===== src/rtl/bes_pkg.sv =====
// Shared types, register codes and action codes for the button and encoder settings menu.
package bes_pkg;

    localparam int unsigned CFG_ADDR_W = 5;
    localparam int unsigned CFG_DATA_W = 32;

    localparam logic [2:0] REG_DEBOUNCE   = 3'd0;
    localparam logic [2:0] REG_LONG_PRESS = 3'd1;
    localparam logic [2:0] REG_PARAM_CNT  = 3'd2;
    localparam logic [2:0] REG_FORM_CNT   = 3'd3;
    localparam logic [2:0] REG_PRESET_CNT = 3'd4;

    localparam logic [15:0] DEBOUNCE_RST   = 16'd50;
    localparam logic [15:0] LONG_PRESS_RST = 16'd500;
    localparam logic [2:0]  PARAM_CNT_RST  = 3'd4;
    localparam logic [2:0]  FORM_CNT_RST   = 3'd3;
    localparam logic [2:0]  PRESET_CNT_RST = 3'd4;

    localparam logic [1:0] ACT_NONE  = 2'd0;
    localparam logic [1:0] ACT_STOP  = 2'd1;
    localparam logic [1:0] ACT_START = 2'd2;
    localparam logic [1:0] ACT_PAUSE = 2'd3;

    localparam logic [1:0] PARAM_MINUTES = 2'd0;
    localparam logic [1:0] PARAM_SECONDS = 2'd1;
    localparam logic [1:0] PARAM_FORM    = 2'd2;
    localparam logic [1:0] PARAM_PRESET  = 2'd3;

    localparam logic [5:0] MINUTE_MAX     = 6'd59;
    localparam logic [5:0] SECOND_MAX     = 6'd59;
    localparam logic [5:0] SECOND_MIN     = 6'd10;
    localparam logic [5:0] SECOND_RST     = 6'd10;
    localparam logic [2:0] WRAP_VALUE_RST = 3'd1;

    typedef struct packed {
        logic [15:0] debounce_ms;
        logic [15:0] long_press_ms;
        logic [2:0]  param_count;
        logic [2:0]  form_count;
        logic [2:0]  preset_count;
    } t_cfg;

    typedef struct packed {
        logic        button_released;
        logic [31:0] time_ms;
        logic signed [31:0] encoder_count;
        logic        tilt_positive;
    } t_in_item;

    typedef struct packed {
        logic [1:0]  action;
        logic        menu_active;
        logic [1:0]  selected_param;
        logic [5:0]  minutes;
        logic [5:0]  seconds;
        logic [2:0]  form;
        logic [2:0]  preset;
        logic [11:0] total_seconds;
        logic        orientation;
        logic        orientation_changed;
        logic        redraw_menu;
    } t_out_item;

endpackage


===== src/rtl/bes_cfg.sv =====
// Configuration register file behind the APB-style port.
module bes_cfg
    import bes_pkg::*;
(
    input  logic                  i_clk,
    input  logic                  i_rst_n,
    input  logic                  psel,
    input  logic                  penable,
    input  logic                  pwrite,
    input  logic [CFG_ADDR_W-1:0] paddr,
    input  logic [CFG_DATA_W-1:0] pwdata,
    output logic [CFG_DATA_W-1:0] prdata,
    output logic                  pready,
    output t_cfg                  o_cfg
);

    t_cfg       r_cfg;
    t_cfg       n_cfg;
    logic [2:0] reg_idx;
    logic       wr_en;

    assign reg_idx = paddr[CFG_ADDR_W-1:2];
    assign wr_en   = psel && penable && pwrite;
    assign pready  = 1'b1;
    assign o_cfg   = r_cfg;

    always_comb begin
        n_cfg = r_cfg;
        if (wr_en) begin
            case (reg_idx)
                REG_DEBOUNCE:   n_cfg.debounce_ms   = pwdata[15:0];
                REG_LONG_PRESS: n_cfg.long_press_ms = pwdata[15:0];
                REG_PARAM_CNT:  n_cfg.param_count   = pwdata[2:0];
                REG_FORM_CNT:   n_cfg.form_count    = pwdata[2:0];
                REG_PRESET_CNT: n_cfg.preset_count  = pwdata[2:0];
                default:        n_cfg = r_cfg;
            endcase
        end
    end

    always_comb begin
        case (reg_idx)
            REG_DEBOUNCE:   prdata = {16'd0, r_cfg.debounce_ms};
            REG_LONG_PRESS: prdata = {16'd0, r_cfg.long_press_ms};
            REG_PARAM_CNT:  prdata = {29'd0, r_cfg.param_count};
            REG_FORM_CNT:   prdata = {29'd0, r_cfg.form_count};
            REG_PRESET_CNT: prdata = {29'd0, r_cfg.preset_count};
            default:        prdata = '0;
        endcase
    end

    always_ff @(posedge i_clk) begin
        if (!i_rst_n) begin
            r_cfg.debounce_ms   <= DEBOUNCE_RST;
            r_cfg.long_press_ms <= LONG_PRESS_RST;
            r_cfg.param_count   <= PARAM_CNT_RST;
            r_cfg.form_count    <= FORM_CNT_RST;
            r_cfg.preset_count  <= PRESET_CNT_RST;
        end else begin
            r_cfg <= n_cfg;
        end
    end

endmodule


===== src/rtl/bes_core.sv =====
// Button timing, menu state and encoder value update for one poll.
module bes_core
    import bes_pkg::*;
(
    input  logic      i_clk,
    input  logic      i_rst_n,
    input  logic      i_en,
    input  t_cfg      i_cfg,
    input  t_in_item  i_item,
    output t_out_item o_result
);

    logic [31:0] r_mark,    n_mark;
    logic        r_armed,   n_armed;
    logic        r_long,    n_long;
    logic        r_menu,    n_menu;
    logic [1:0]  r_param,   n_param;
    logic [5:0]  r_minute,  n_minute;
    logic [5:0]  r_second,  n_second;
    logic [2:0]  r_form,    n_form;
    logic [2:0]  r_preset,  n_preset;
    logic [31:0] r_last,    n_last;
    logic        r_side;

    // Next form or preset value, wrapping between 1 and the clamped count.
    function automatic logic [2:0] wrap_step(input logic [2:0] v, input logic up,
                                             input logic [2:0] cnt);
        logic [2:0] c;
        logic [3:0] inc;
        c   = (cnt == 3'd0) ? 3'd1 : cnt;
        inc = {1'b0, v} + 4'd1;
        if (up) begin
            wrap_step = (inc > {1'b0, c}) ? 3'd1 : inc[2:0];
        end else begin
            wrap_step = (v <= 3'd1) ? c : v - 3'd1;
        end
    endfunction

    // Next parameter index: (p + 1) modulo the count clamped to one through four.
    function automatic logic [1:0] param_step(input logic [1:0] p, input logic [2:0] cnt);
        logic [2:0] s;
        s = {1'b0, p} + 3'd1;
        case (cnt)
            3'd0, 3'd1: param_step = 2'd0;
            3'd2:       param_step = {1'b0, s[0]};
            3'd3:       param_step = (s >= 3'd3) ? 2'(s - 3'd3) : s[1:0];
            default:    param_step = s[1:0];
        endcase
    endfunction

    logic [31:0] elapsed;
    logic        deb_over;
    logic        long_over;
    logic        released;
    logic        turned;
    logic        redraw;
    logic [1:0]  action;
    logic [11:0] total;
    logic [31:0] enc_delta;
    logic        enc_up;
    logic [11:0] min_ext;

    assign released  = i_item.button_released;
    assign elapsed   = i_item.time_ms - r_mark;
    assign deb_over  = elapsed > {16'd0, i_cfg.debounce_ms};
    assign long_over = elapsed > {16'd0, i_cfg.long_press_ms};
    assign turned    = r_side != i_item.tilt_positive;
    assign enc_delta = i_item.encoder_count - r_last;
    assign min_ext   = {6'd0, r_minute};

    // A step of +1 counts up, -1 down; any larger jump counts against its sign (negative counts up).
    always_comb begin
        if (enc_delta == 32'd1) begin
            enc_up = 1'b1;
        end else if (enc_delta == 32'hFFFF_FFFF) begin
            enc_up = 1'b0;
        end else begin
            enc_up = enc_delta[31];
        end
    end

    always_comb begin
        n_mark   = r_mark;
        n_armed  = r_armed;
        n_long   = r_long;
        n_menu   = r_menu;
        n_param  = r_param;
        n_minute = r_minute;
        n_second = r_second;
        n_form   = r_form;
        n_preset = r_preset;
        n_last   = r_last;
        action   = ACT_NONE;
        total    = 12'd0;
        redraw   = turned && r_menu;

        if (!released && !r_armed && deb_over) begin
            n_armed = 1'b1;
            n_long  = 1'b0;
            n_mark  = i_item.time_ms;
        end else if (!released && !r_long && long_over) begin
            n_long = 1'b1;
            n_menu = !r_menu;
            if (!r_menu) begin
                action = ACT_STOP;
                redraw = 1'b1;
            end else begin
                action = ACT_START;
                total  = (min_ext << 6) - (min_ext << 2) + {6'd0, r_second};
            end
        end else if (released && r_armed && deb_over) begin
            n_armed = 1'b0;
            n_mark  = i_item.time_ms;
            if (!r_long) begin
                if (r_menu) begin
                    n_param = param_step(r_param, i_cfg.param_count);
                    redraw  = 1'b1;
                end else begin
                    action = ACT_PAUSE;
                end
            end
        end

        if (n_menu && (i_item.encoder_count != r_last)) begin
            case (n_param)
                PARAM_MINUTES: begin
                    if (enc_up) begin
                        n_minute = (r_minute == MINUTE_MAX) ? 6'd0 : r_minute + 6'd1;
                    end else begin
                        n_minute = (r_minute == 6'd0) ? MINUTE_MAX : r_minute - 6'd1;
                    end
                    if (n_minute == 6'd0 && r_second < SECOND_MIN) begin
                        n_second = SECOND_MIN;
                    end
                end
                PARAM_SECONDS: begin
                    if (enc_up) begin
                        n_second = (r_second == SECOND_MAX) ? 6'd0 : r_second + 6'd1;
                    end else begin
                        n_second = (r_second == 6'd0) ? SECOND_MAX : r_second - 6'd1;
                    end
                    // hold the total at ten seconds or more
                    if (r_minute == 6'd0 && n_second < SECOND_MIN) begin
                        n_second = enc_up ? SECOND_MIN : SECOND_MAX;
                    end
                end
                PARAM_FORM: n_form = wrap_step(r_form, enc_up, i_cfg.form_count);
                default:    n_preset = wrap_step(r_preset, enc_up, i_cfg.preset_count);
            endcase
            redraw = 1'b1;
            n_last = i_item.encoder_count;
        end
    end

    always_comb begin
        o_result.action              = action;
        o_result.menu_active         = n_menu;
        o_result.selected_param      = n_param;
        o_result.minutes             = n_minute;
        o_result.seconds             = n_second;
        o_result.form                = n_form;
        o_result.preset              = n_preset;
        o_result.total_seconds       = total;
        o_result.orientation         = i_item.tilt_positive;
        o_result.orientation_changed = turned;
        o_result.redraw_menu         = redraw;
    end

    always_ff @(posedge i_clk) begin
        if (!i_rst_n) begin
            r_mark   <= '0;
            r_armed  <= 1'b0;
            r_long   <= 1'b0;
            r_menu   <= 1'b0;
            r_param  <= PARAM_MINUTES;
            r_minute <= '0;
            r_second <= SECOND_RST;
            r_form   <= WRAP_VALUE_RST;
            r_preset <= WRAP_VALUE_RST;
            r_last   <= '0;
            r_side   <= 1'b0;
        end else if (i_en) begin
            r_mark   <= n_mark;
            r_armed  <= n_armed;
            r_long   <= n_long;
            r_menu   <= n_menu;
            r_param  <= n_param;
            r_minute <= n_minute;
            r_second <= n_second;
            r_form   <= n_form;
            r_preset <= n_preset;
            r_last   <= n_last;
            r_side   <= i_item.tilt_positive;
        end
    end

endmodule


===== src/rtl/button_encoder_settings_menu.sv =====
// Top level: poll input register, settings menu core, result register and config port.
//
// One poll beat on the input channel (i_in_valid / o_in_stall, payload i_in_data)
// gives exactly one result beat on the output channel (o_out_valid / i_out_stall,
// payload o_out_data). A poll is accepted when valid is high and stall is low.
// An accepted poll goes through the input register, then through the core into the
// result register that drives o_out_data. Throughput is one poll per cycle unless
// the receiver stalls; the core's state update is one pass of compare-and-update
// logic between the two registers. When the receiver stalls, the result register
// holds its beat and the input register takes one more poll; after that o_in_stall
// rises until the stall ends. Synchronous active-low reset empties both registers
// and sets the menu state and the configuration registers to their defaults. The
// APB-style port writes configuration (register i at byte address 4*i); the user
// must write it only while no poll is in flight, which the block does not enforce.
module button_encoder_settings_menu
    import bes_pkg::*;
(
    input  logic                  i_clk,
    input  logic                  i_rst_n,
    input  logic                  i_in_valid,
    output logic                  o_in_stall,
    input  t_in_item              i_in_data,
    output logic                  o_out_valid,
    input  logic                  i_out_stall,
    output t_out_item             o_out_data,
    input  logic                  psel,
    input  logic                  penable,
    input  logic                  pwrite,
    input  logic [CFG_ADDR_W-1:0] paddr,
    input  logic [CFG_DATA_W-1:0] pwdata,
    output logic [CFG_DATA_W-1:0] prdata,
    output logic                  pready
);

    t_cfg      cfg;
    t_in_item  r_in;
    logic      r_in_valid;
    t_out_item r_out;
    logic      r_out_valid;
    t_out_item core_result;
    logic      out_free;
    logic      advance;
    logic      in_take;

    assign out_free    = !r_out_valid || !i_out_stall;
    assign advance     = r_in_valid && out_free;
    assign in_take     = i_in_valid && !o_in_stall;
    assign o_in_stall  = r_in_valid && !out_free;
    assign o_out_valid = r_out_valid;
    assign o_out_data  = r_out;

    bes_cfg u_cfg (
        .i_clk   (i_clk),
        .i_rst_n (i_rst_n),
        .psel    (psel),
        .penable (penable),
        .pwrite  (pwrite),
        .paddr   (paddr),
        .pwdata  (pwdata),
        .prdata  (prdata),
        .pready  (pready),
        .o_cfg   (cfg)
    );

    bes_core u_core (
        .i_clk    (i_clk),
        .i_rst_n  (i_rst_n),
        .i_en     (advance),
        .i_cfg    (cfg),
        .i_item   (r_in),
        .o_result (core_result)
    );

    always_ff @(posedge i_clk) begin
        if (!i_rst_n) begin
            r_in_valid  <= 1'b0;
            r_out_valid <= 1'b0;
        end else begin
            if (in_take) begin
                r_in_valid <= 1'b1;
            end else if (advance) begin
                r_in_valid <= 1'b0;
            end
            if (advance) begin
                r_out_valid <= 1'b1;
            end else if (!i_out_stall) begin
                r_out_valid <= 1'b0;
            end
        end
    end

    // payload registers: load on a taken beat, hold otherwise
    always_ff @(posedge i_clk) begin
        if (in_take) begin
            r_in <= i_in_data;
        end
        if (advance) begin
            r_out <= core_result;
        end
    end

endmodule


===== config.mk =====
export PLATFORM = sky130hd
export DESIGN_NAME = button_encoder_settings_menu
export DESIGN_NICKNAME = d
export VERILOG_FILES = /design/src/rtl/bes_pkg.sv /design/src/rtl/bes_cfg.sv /design/src/rtl/bes_core.sv /design/src/rtl/button_encoder_settings_menu.sv
export SDC_FILE = /design/constraint.sdc
export NUM_CORES = 1
export LEC_CHECK = 0
export BUFFER_PORTS_ARGS = -buffer_cell sky130_fd_sc_hd__buf_2
export CAP_MARGIN = 10
export CORE_ASPECT_RATIO = 1.5
export CORE_UTILIZATION = 30
export CTS_BUF_LIST = sky130_fd_sc_hd__clkbuf_2 sky130_fd_sc_hd__clkbuf_4 sky130_fd_sc_hd__clkbuf_8
export DETAILED_ROUTE_END_ITERATION = 8
export SYNTH_ARGS = -nofsm -noshare
export SYNTH_HDL_FRONTEND = slang
export SYNTH_HIERARCHICAL = 1
export SYNTH_SLANG_ARGS = --single-unit

===== constraint.sdc =====
create_clock -name i_clk -period 14.3 [get_ports i_clk]
set_input_delay 0.715 -clock i_clk [delete_from_list [all_inputs] [get_ports i_clk]]
set_output_delay 0.715 -clock i_clk [all_outputs]
set_load 0.01 [all_outputs]

==> summary.md, run 1 <==
| Metric | Value |
|---|---|
| Fin. Hold Viols | 0 |
| Clock root cell | clkbuf_8 |
| Register bit total from synthesis | 235 |
| Fraction of registers with async set/reset | 0 |
| Die Wd | 191 um |
| Post-Synth Adder-Cell Area | 0.0946 |
| Wire per inst | 16.4 um |
| Slew HR | 0.165 |
| Sum Neg Setup Slack | 0 ns |
| Top FF cell, synth | dfxtp_1 |
| Worst path slowest cell | o22ai_2 |
| Post-Syn Instances | 1805 |
| Vias | 13500 |
| Crit-path max FO | 24 |
| Post-CTS Resized | 0 |
| First-pass GRT wire length | 68.8 mm |
| Post-place setup slack | 8.15 ns |
| PwrDens | 99.4 nW/um^2 |
| Lkg Pwr | 7.23 nW |
| Worst Setup SP | r_in[33] |
| DR DRC count | 0 |
| YS warnings | 6 |
| Final setup margin | 8.04 ns |
| Period utilisation layout | 0.438 |
| Core area | 53000 um^2 |
| Synth-to-layout area growth | 12.4% |
| Vias per Instance | 5.15 |
| FMAX | 160 MHz |
| Placed insts | 2546 |
| Clk_skew | 0.0325 ns |
| Vias in the first global route | 13300 |
| Max-slew violation count | 0 |
| H-tree depth | 2 |
| Final GP Congestion | 0.895 |
| Worst-path clk slew | 0.06 ns |
| Worst reg2reg startpoint | r_in[33] |
| Simple-gate share of the synthesized area | 0.179 |
| Rows | 103 |
| Max-cap violations | 0 |
| Xor/xnor share of the synthesized area | 0.0336 |
| Final setup viols | 0 |
| Total congestion overflow | 0 |
| Die height | 286 um |
| Final min period | 6.26 ns |
| Compound-Gate Fraction of Synth Area | 0.175 |
| Critical Path Stages | 22 |
| DP HPWL | 32.6 mm |
| Layout cells sized above 1 | 0.149 |
| DR pass1 iterations | 5 |
| Worst EP required | 14.63 ns |
| Starting Density | 0.305 |
| Commonest non-fill, non-tap cell in the layout | nor2_1 |
| Largest net degree at the start of global routing | 72 |
| Commonest non-fill, non-tap cells in the layout | nor2_1, buf_2, nand2_1 |
| Critical path class | reg -> reg |
| Family with the most delay on the worst path | compound AO/OA/AOI/OAI gates |
| Ports | 183 |
| Worst IR Drop VDD | 0.0768 mV |
| Fin cells | 2626 |
| Synthesized cell area | 16200 um^2 |
| Unique masters post-synth | 107 |
| Worst EP arrival | 6.59 ns |
| Clock Sinks | 235 |
| Sequential area share after synthesis | 0.356 |
| Initial antenna violation count | 1 |
| Crit path buf inv count | 2 |
| Post-CTS Setup Inserts | 0 |
| Slew @ Worst Pin | 1.22 ns |
| Worst-case clock buffer depth | 3 |
| Cts hold-fix bufs | 0 |
| Mux contribution to synthesized area | 0.0851 |
| Fill count | 5490 |
| CTS tree | done |
| RSZ-0062 raised after global routing | false |
| Area fraction of the dominant cell type after synthesis | 0.193 |
| Routed WL | 43.2 mm |
| Critical Path Sink Type | register |
| CP Cell Sequence | inv_1 -> ha_1 -> fa_1 -> and2b_1 -> o2111ai_1 -> a211o_1 -> and2_1 -> o21ai_0 -> xor2_1 -> ha_1 -> a21o_1 -> a21oi_1 -> o21ai_0 -> a21oi_1 -> a31o_2 -> nand4_1 -> o21ai_2 -> nor2_1 -> o22ai_2 -> inv_2 -> nand2_1 -> mux2_2 |
| HP Class | in -> reg |
| Reg2reg end | o_out_data[16] |
| EDFF count, synth | 104 |
| NumNets Final | 2140 |
| Worst r2r path cells | 22 |
| Num CTS Buffers | 43 |
| Reg-to-reg slack, setup | 8.04 ns |
| Startpoint Class | register |
| Clk Latency, worst-skew pair | 0.61 ns |
| GRT Total Usage | 0.157 |
| Critical path's largest stage delay | 0.78 ns |
| Status | completed |
| Drt first-iter violations | 824 |
| IO Port Bufs | 147 |
| Main combinational cell family by area after synthesis | simple AND/OR/NAND/NOR gates |
| Synth top area cells | edfxtp_1, dfxtp_1, ha_1 |
| Syn avg cell area | 8.95 um^2 |
| Post-DRT Antenna Nets | 0 |
| Worst Setup EP | o_out_data[16] |
| Post-synth top area cell | edfxtp_1 |
| Die ar. | 54800 um^2 |
## final cells by class
cell class | instances | area [um^2] | share of cell area
well taps | 682 | 853 | 0.0470
multi-input cells | 1332 | 9270 | 0.510
clock inverters | 20 | 221 | 0.0122
flip-flops and latches | 235 | 5750 | 0.316
diodes | 1 | 2.50 | 0.000138
repair buffers | 153 | 781 | 0.0430
inverters | 144 | 542 | 0.0298
clock buffers | 59 | 743 | 0.0409
## state kept, by name (all words and copies together) (netlist names)
signal	flops
u_core/r_armed	1
r_in	66
u_core/r_last	32
u_core/r_param	2
r_in_valid	1
u_core/r_form	3
u_core/r_side	1
o_out_valid	1
u_core/r_long	1
o_out_data	38
u_core/r_mark	32
u_core/r_second	6
u_cfg/o_cfg	41
u_core/r_preset	3
u_core/r_menu	1
u_core/r_minute	6
## worst reg2reg max path: cells and delay by family (launching register included)
family,cells,cell delay [ns]
compound gates,10,2.59
xor+xnor,1,0.31
fa+ha+maj,3,0.95
buf+inv,2,0.50
flops,1,0.32
mux,1,0.35
simple gates,5,0.98
## power by group
group          switching [mW]  internal, mW
registers              0.0148         0.726
logic                   0.208         0.130
clock network           0.297         0.428
## how the worst min path moves through the flow
stage	startpoint	end	slack, ns	cells after the start
6_report	i_in_data[14]	r_in[14]	0.29	1
5_1_grt	i_in_data[6]	r_in[6]	0.23	1
4_1_cts	i_in_data[6]	r_in[6]	0.21	1
3_5_place_dp	u_cfg/o_cfg[31]	u_cfg/o_cfg[31]	0.46	2
3_3_place_gp	u_cfg/o_cfg[31]	u_cfg/o_cfg[31]	0.46	2
2_1_floorplan	u_cfg/o_cfg[31]	u_cfg/o_cfg[31]	0.44	2
## cells by family (layout without fill, tap and decap cells)
kind of cell | Yosys count | count (layout)
and+or+nand+nor | 577 | 577
AOI/OAI and AO/OA | 419 | 419
buffers and inverters | 253 | 376
DFF | 235 | 235
muxes | 136 | 136
adders and majority gates | 121 | 121
xor gates and xnor gates | 62 | 62
other | 2 | 18
## metal layers
layer  GRT usage  share of wire  vias up
met5           0              0        -
li1            -              -     6693
met4      0.0754          0.042        0
met2       0.287           0.51      358
met3      0.0257          0.041       99
met1       0.175           0.40     6364
## Yosys cell counts, types with 8 or more instances
master	count
nand2b_1	19
edfxtp_1	104
nor3_1	37
nand2_1	142
o21a_1	18
clkbuf_1	43
inv_1	140
a31o_2	8
xnor2_1	43
and3_1	14
nor4_1	11
xor2_1	19
nand3_1	41
nand4_1	41
nor2b_1	13
ha_1	119
a21o_1	30
a31oi_1	14
nor2_1	186
buf_2	12
dfxtp_1	131
buf_4	29
a211oi_1	21
mux2i_1	125
o211ai_1	25
buf_6	16
o21ai_0	77
a21oi_1	117
o21bai_1	8
mux2_2	9
## stage by stage
step / utilization / instance area (um^2) / hold slack, ns / total power [mW]
after global placement: 0.324 / 17200 / 0.457 / 1.09
final: 0.343 / 18200 / 0.287 / 1.80
after detailed placement: 0.324 / 17200 / 0.463 / 1.09
after CTS: 0.343 / 18200 / 0.211 / 1.84
after floorplan: - / 16200 / 0.441 / 1.01
after global routing: 0.343 / 18200 / 0.230 / 1.90
Note: power is estimated with default switching activity, not from simulation.
==> inputs of run 2 (changes only) <==
==> constraint.sdc (replaced) <==
create_clock -name i_clk -period 5.05 [get_ports i_clk]
set_input_delay 0.2525 -clock i_clk [delete_from_list [all_inputs] [get_ports i_clk]]
set_output_delay 0.2525 -clock i_clk [all_outputs]
set_load 0.01 [all_outputs]
==> run 2 against run 1 <==
Total power rose to 2.9 times the previous value. Routed wire length up 4.9%. Die area unchanged. Worst setup slack worse by 7.8 ns. Register-to-register slack worse by 7.8 ns. Clock skew about the same. Critical path type unchanged. Largest cell class unchanged. Largest power group unchanged.
==> summary.md, run 2 (synthesis results as in run 1) <==
| Metric | Value |
|---|---|
| Commonest non-fill, non-tap cells in the layout | nor2_1, buf_2, nand2_1 |
| Fin cells | 2767 (+5.4%) |
| Die height | 286 um (unchanged) |
| Worst Hold Launch | penable |
| Final GP Congestion | 0.878 (-1.9%) |
| Min-Delay Path Depth | 4 (+3) |
| IO Port Bufs | 147 (unchanged) |
| Die ar. | 54800 um^2 (unchanged) |
| Sw frac | 0.286 (-0.00205) |
| Slew @ Worst Pin | 1.09 ns (-0.130 ns) |
| HP Class | in -> reg |
| Layout cells sized above 1 | 0.183 (+0.0341) |
| Largest net degree at the start of global routing | 72 (unchanged) |
| Critical path class | reg -> reg |
| Vias in the first global route | 13700 (+3.1%) |
| PwrDens | 268 nW/um^2 (+170%) |
| Worst r2r path cells | 17 (-23%) |
| GRT Total Usage | 0.162 (+0.00462) |
| Combinational power share | 0.206 (+0.019) |
| FMAX | 209 MHz (+31%) |
| Startpoint Class | register |
| Final hold slack | 0.149 ns (-0.138 ns) |
| Starting Density | 0.305 (unchanged) |
| Worst reg2reg startpoint | r_in[36] |
| Drt first-iter violations | 693 (-16%) |
| CP Cell Sequence | ha_4 -> o211ai_1 -> a21oi_2 -> o2111ai_1 -> a2111oi_0 -> o2111ai_1 -> a222oi_1 -> nand4_1 -> buf_4 -> o21ai_2 -> mux2i_2 -> buf_4 -> buf_4 -> a21oi_4 -> buf_4 -> and3_1 -> a221o_1 |
| Core area | 53000 um^2 (unchanged) |
| Period utilisation layout | 0.948 (+0.510) |
| Worst-path clk slew | 0.06 ns (about the same) |
| Final setup viols | 0 (unchanged) |
| Rows | 103 (unchanged) |
| P_int | 3.78 mW (+190%) |
| Post-place setup slack | -0.0905 ns (-8.24 ns) |
| DP HPWL | 33.6 mm (+3.1%) |
| Final min period | 4.79 ns (-1.47 ns) |
| Fill count | 5342 (-2.7%) |
| Max-cap violations | 0 (unchanged) |
| Register share of total power | 0.396 (-0.015) |
| Commonest non-fill, non-tap cell in the layout | nor2_1 |
| Initial antenna violation count | 1 (unchanged) |
| Reg with most FFs | r_in |
| Post-DRT Antenna Nets | 0 (unchanged) |
| NumNets Final | 2282 (+6.6%) |
| Worst IR Drop VDD | 0.166 mV (+120%) |
| Lkg Pwr | 7.91 nW (+9.4%) |
| Reg2reg end | u_core/r_preset[0] |
| Total congestion overflow | 0 (unchanged) |
| Worst EP required | 5.49 ns (-9.14 ns) |
| Reg-to-reg slack, setup | 0.26 ns (-7.78 ns) |
| Wire per inst | 16.4 um (-0.49%) |
| Clock root cell | clkbuf_8 |
| Worst Hold End | u_cfg/o_cfg[3] |
| Ports | 183 (unchanged) |
| Cell area after placement | 17600 um^2 (+2.1%) |
| DR pass1 iterations | 7 (+2) |
| Synth-to-layout area growth | 22.3% |
| Placed insts | 2590 (+1.7%) |
| Final setup margin | 0.262 ns (-7.78 ns) |
| Die Wd | 191 um (unchanged) |
| Critical Path Sink Type | register |
| H-tree depth | 2 (unchanged) |
| Final total power | 5.30 mW (+190%) |
| Clk Latency, worst-skew pair | 0.58 ns (-0.03 ns) |
| Clock share of power | 0.397 (-0.005) |
| Largest register FFs | 66 (unchanged) |
| Fin. Hold Viols | 0 (unchanged) |
| Clk_skew | 0.0322 ns (-0.000267 ns) |
| Slew HR | 0.272 (+0.107) |
| Vias | 14200 (+5.4%) |
| Clock Sinks | 235 (unchanged) |
| Crit path top cell by count | buf_4 |
| Crit-path max FO | 8 (-67%) |
| First-pass GRT wire length | 71.3 mm (+3.7%) |
| Routed WL | 45.3 mm (+4.9%) |
| Critical path's largest stage delay | 0.79 ns (about the same) |
| Worst EP arrival | 5.23 ns (-1.36 ns) |
| Vias per Instance | 5.15 (about the same) |
| DR DRC count | 0 (unchanged) |
| Worst-case clock buffer depth | 3 (unchanged) |
| Num CTS Buffers | 41 (-4.7%) |
| CTS tree | done |
| Max-slew violation count | 0 (unchanged) |
| Worst path slowest cell | a2111oi_0 |
| P_sw | 1.52 mW (+190%) |
| Status | completed |
| Final instance area | 19800 um^2 (+8.8%) |
==> run 2: changes by cell type in the layout (fill, tap and decap cells not counted), sizes merged <==
cell         before  now
buf             153  212
bufinv            5    6
clkbuf           59   60
clkinv           16   11
clkinvlp          2    3
dlygate4sd3       0   84
==> run 2: metrics by stage <==
step,setup TNS [ns],util
2_1_floorplan,0,-
5_1_grt,-0.276,0.373
4_1_cts,-0.158,0.367
6_report,0,0.373
3_3_place_gp,-0.444,0.331
3_5_place_dp,-0.366,0.331
==> run 2: what timing repair did <==
action / 4_1_cts / 5_1_grt
setup endpoints to repair: 31 / 81
setup buffers: 1 / 13
endpoints found under the hold margin: 99 / 0
hold buffers: 84 / 0
gates resized for setup: 8 / 42
pin swaps: 2 / 20
gates cloned: 1 / 1
==> run 2: area by class of cell <==
class	count	area (um^2)	share of cell area
Multi-Input combinational cell	1332	9460	0.479
Sequential cell	235	5750	0.291
Timing Repair Buffer	297	2170	0.110
Tap cell	682	853	0.0432
Clock buffer	59	743	0.0376
Inverter	144	542	0.0274
Clock inverter	17	235	0.0119
Antenna cell	1	2.50	0.000127
==> run 2: how the worst max path moves through the flow <==
| stage | startpoint | end | cells past startpoint |
|---|---|---|---|
| 2_1_floorplan | r_in[33] | o_out_data[25] | 23 |
| 3_3_place_gp | r_in[33] | o_out_data[32] | 23 |
| 3_5_place_dp | r_in[33] | o_out_data[32] | 23 |
| 4_1_cts | r_in[33] | u_core/r_last[25] | 24 |
| 5_1_grt | r_in[37] | u_core/r_last[4] | 25 |
| 6_report | r_in[36] | u_core/r_preset[0] | 17 |
==> run 2: metal layers <==
layer / vias to the layer above / global-route usage / wire [um]
met4: 0 / 0.0823 / 2120
li1: 6995 / - / -
met3: 112 / 0.0177 / 1500
met1: 6742 / 0.183 / 18500
met2: 389 / 0.296 / 23200
met5: - / 0 / 0
==> run 2: worst max-delay path, delay by kind of cell (launching register included) <==
kind,cells,cell delay [ns]
compound gates,9,2.61
fa+ha+maj,1,0.34
buf+inv,4,0.59
flops,1,0.47
mux,1,0.28
simple gates,2,0.33
==> run 2: power groups by stage <==
| stage | clock network [mW] | logic (mW) | registers, mW |
|---|---|---|---|
| floorplan | 0 | 0.716 | 2.13 |
| global placement | 0 | 0.970 | 2.14 |
| detailed placement | 0 | 0.985 | 2.14 |
| CTS | 2.19 | 1.04 | 2.10 |
| global route | 2.25 | 1.21 | 2.11 |
| finish | 2.10 | 1.09 | 2.10 |
==> inputs of run 3 (changes only) <==
--- a/config.mk
+++ b/config.mk
@@ -8,10 +8,10 @@
 export BUFFER_PORTS_ARGS = -buffer_cell sky130_fd_sc_hd__buf_2
 export CAP_MARGIN = 10
 export CORE_ASPECT_RATIO = 1.5
-export CORE_UTILIZATION = 30
+export CORE_UTILIZATION = 55
 export CTS_BUF_LIST = sky130_fd_sc_hd__clkbuf_2 sky130_fd_sc_hd__clkbuf_4 sky130_fd_sc_hd__clkbuf_8
 export DETAILED_ROUTE_END_ITERATION = 8
+export PLACE_DENSITY = 0.79
 export SYNTH_ARGS = -nofsm -noshare
 export SYNTH_HDL_FRONTEND = slang
-export SYNTH_HIERARCHICAL = 1
 export SYNTH_SLANG_ARGS = --single-unit
==> run 3 against run 2 <==
The run now ends with design-rule violations left. Via count up 2.2%. Register-to-register slack worse by 0.18 ns. Critical path depth unchanged. Clock skew up 0.0030 ns. Non-clock buffer count up 49. Worst hold slack better by 0.013 ns. Maximum frequency down 3.5%. Final cell count down 10%. Critical path type unchanged. Critical endpoint is now o_out_data[20].
==> summary.md, run 3 <==
| Metric | Value |
|---|---|
| Total congestion overflow | 0 (unchanged) |
| Startpoint Class | register |
| Post-synth top area cell | edfxtp_1 |
| Synthesized cell area | 15500 um^2 (-4.3%) |
| Clock Sinks | 235 (unchanged) |
| Met2 WL post-DR | 22.8 mm (-1.8%) |
| Vias | 14600 (+2.2%) |
| Final GP Congestion | 0.947 (+7.8%) |
| DR pass1 iterations | 9 (+2) |
| YS warnings | 0 (-6) |
| HP Class | in -> reg |
| Fin. Hold Viols | 0 (unchanged) |
| Reg2reg end | o_out_data[20] |
| Max-slew violation count | 0 (unchanged) |
| Synth top area cells | edfxtp_1, dfxtp_1, ha_1 |
| Post-Syn Instances | 1816 (+0.61%) |
| Worst reg2reg startpoint | r_in[36] |
| Core area | 27400 um^2 (-48%) |
| IO Port Bufs | 147 (unchanged) |
| Reg-to-reg slack, setup | 0.09 ns (-0.18 ns) |
| Commonest non-fill, non-tap cell in the layout | nand2_1 |
| Worst r2r path cells | 17 (unchanged) |
| Status | finished, violations left |
| H-tree depth | 2 (unchanged) |
| Top FF cell, synth | dfxtp_1 |
| Fraction of registers with async set/reset | 0 (unchanged) |
| Clk_skew | 0.0352 ns (+0.00302 ns) |
| Worst EP arrival | 5.27 ns (+0.04 ns) |
| Critical path class | reg -> reg |
| Worst Setup SP | r_in[36] |
| RSZ-0062 raised after global routing | true |
| FMAX | 201 MHz (-3.5%) |
| Synth top cells by count | nand2_1, a21oi_1, nor2_1 |
| Area fraction of the dominant cell type after synthesis | 0.202 (+0.00867) |
| Max-cap violations | 0 (unchanged) |
| Final setup viols | 0 (unchanged) |
| Worst Setup EP | o_out_data[20] |
| Synth-to-layout area growth | 24.9% |
| Fin cells | 2490 (-10%) |
| Fill count | 2119 (-60%) |
| Metal3 WL | 2.17 mm (+45%) |
| Final total power | 5.10 mW (-3.6%) |
| DP HPWL | 31.2 mm (-7.1%) |
| CTS tree | done |
| Slew HR | 0.375 (+0.102) |
| GRT Total Usage | 0.297 (+0.135) |
| Largest net degree at the start of global routing | 68 (-5.6%) |
| Die height | 207 um (-28%) |
| Failing checks | design-rule violations |
| Antenna Cells | 0 (-1) |
| Final setup margin | 0.0861 ns (-0.176 ns) |
| Vias per Instance | 5.85 (+14%) |
| Fin util | 0.705 (+0.332) |
| Worst EP required | 5.36 ns (-0.13 ns) |
| Crit-path max FO | 5 (-3) |
| Ports | 183 (unchanged) |
| Num CTS Buffers | 37 (-9.8%) |
| Vias in the first global route | 14300 (+3.9%) |
| Die ar. | 28800 um^2 (-47%) |
| NumNets Final | 2351 (+3.0%) |
| Placed insts | 2321 (-10%) |
| Critical Path Sink Type | register |
| Top sig layer | met4 |
| Largest register FFs | 66 (unchanged) |
| Sequential area share after synthesis | 0.372 (+0.0159) |
| Syn avg cell area | 8.51 um^2 (-4.9%) |
| Drt first-iter violations | 901 (+30%) |
| Lkg Pwr | 7.95 nW (+0.56%) |
| Register bit total from synthesis | 235 (unchanged) |
| Worst-case clock buffer depth | 3 (unchanged) |
| Period utilisation layout | 0.983 (+0.0349) |
| Final min period | 4.96 ns (+0.176 ns) |
| Post-place setup slack | -0.422 ns (-0.331 ns) |
| First-pass GRT wire length | 69.3 mm (-2.9%) |
| Starting Density | 0.564 (+0.259) |
| DR DRC count | 13 (+13) |
| Met1 Routed Length | 16.5 mm (-11%) |
| Clk Latency, worst-skew pair | 0.58 ns (about the same) |
| Reg with most FFs | r_in |
| Initial antenna violation count | 0 (-1) |
| Most frequent cell after synthesis | nand2_1 |
| Unique masters post-synth | 88 (-18%) |
| Rows | 74 (-28%) |
| Routed WL | 43.5 mm (-3.9%) |
| PwrDens | 264 nW/um^2 (-1.5%) |
| Die Wd | 139 um (-27%) |
| Commonest non-fill, non-tap cells in the layout | nand2_1, a21oi_1, nor2_1 |
| Final hold slack | 0.162 ns (+0.0130 ns) |
| Worst-path clk slew | 0.06 ns (about the same) |
| Post-DRT Antenna Nets | 0 (unchanged) |
| Clock root cell | clkbuf_8 |
| Wire per inst | 17.5 um (+6.8%) |
| Layout cells sized above 1 | 0.203 (+0.0197) |
| EDFF count, synth | 104 (unchanged) |
| Worst IR Drop VDD | 0.231 mV (+39%) |
| Slew @ Worst Pin | 0.938 ns (-0.153 ns) |
[run 3: layer usage]
metal,up-vias,GRT usage
met2,468,0.560
met3,136,0.0422
met1,6893,0.315
met5,-,0
li1,7061,-
met4,0,0.161
[run 3: critical path, stage by stage (launching register included)]
cell and delay [ns]:
edfxtp_1 0.41, ha_2 0.36, a21o_1 0.22, a21oi_4 0.24, buf_4 0.19, a2111oi_4 0.08
or4b_4 0.54, nand3_2 0.08, mux2i_1 0.07, or4_1 0.55, or3_4 0.43, o311ai_4 0.34
buf_6 0.15, mux2i_4 0.23, inv_2 0.10, nor4_4 0.25, buf_4 0.19, mux2_4 0.30
[run 3: per-stage QoR]
stage          setup TNS (ns)  area (um^2)
6_report                    0        19300
5_1_grt                 -1.33        19300
4_1_cts              -0.00373        18900
3_5_place_dp           -21.13        17100
3_3_place_gp           -18.41        17100
2_1_floorplan               0        15500
[run 3: what timing repair did]
action / in CTS / in global routing
hold endpoints to repair: 103 / 0
endpoints found under the setup margin: 70 / 70
cloned: 0 / 0
pin swaps: 27 / 49
resized for setup: 30 / 61
hold buffers: 84 / 0
setup buffers: 9 / 8
[run 3: worst min-delay path by stage]
stage / start / endpoint / slack [ns] / depth (start not counted)
after floorplan: i_in_data[0] / r_in[0] / 0.35 / 0
after detailed placement: i_in_data[10] / r_in[10] / 0.43 / 1
after global placement: i_in_data[17] / r_in[17] / 0.43 / 1
after CTS: i_rst_n / u_cfg.o_cfg[2] / 0.13 / 2
after global routing: i_rst_n / u_cfg.o_cfg[2] / 0.15 / 2
final: i_rst_n / u_cfg.o_cfg[2] / 0.16 / 2
[run 3: cell type report]
class	count	area (um^2)	share of cell area
timing repair buffer	346	2570	0.133
tap	342	428	0.0222
clock inverter	9	43.8	0.00227
multi-input combinational	1366	9310	0.482
inverter	133	500	0.0259
clock buffer	59	724	0.0375
sequential	235	5750	0.297
[run 3: report_power, final]
part	switching (mW)	internal, mW	total, mW
clock	0.761	0.911	1.67
sequential	0.0509	2.07	2.12
combinational	0.729	0.582	1.31
total	1.54	3.56	5.10
[run 3: cell families (layout without fill, tap and decap cells)]
kind of cell             after synthesis  count (layout)  share of synthesized area
AND/OR/NAND/NOR                      642             642                      0.197
other                                  2              17                   0.000486
flip-flops                           235             235                      0.372
AO/OA/AOI/OAI                        447             447                      0.184
adder cells (fa/ha/maj)              122             122                     0.0997
buffers and inverters                230             547                     0.0608
multiplexers                          78              78                     0.0524
XOR/XNOR                              60              60                     0.0340
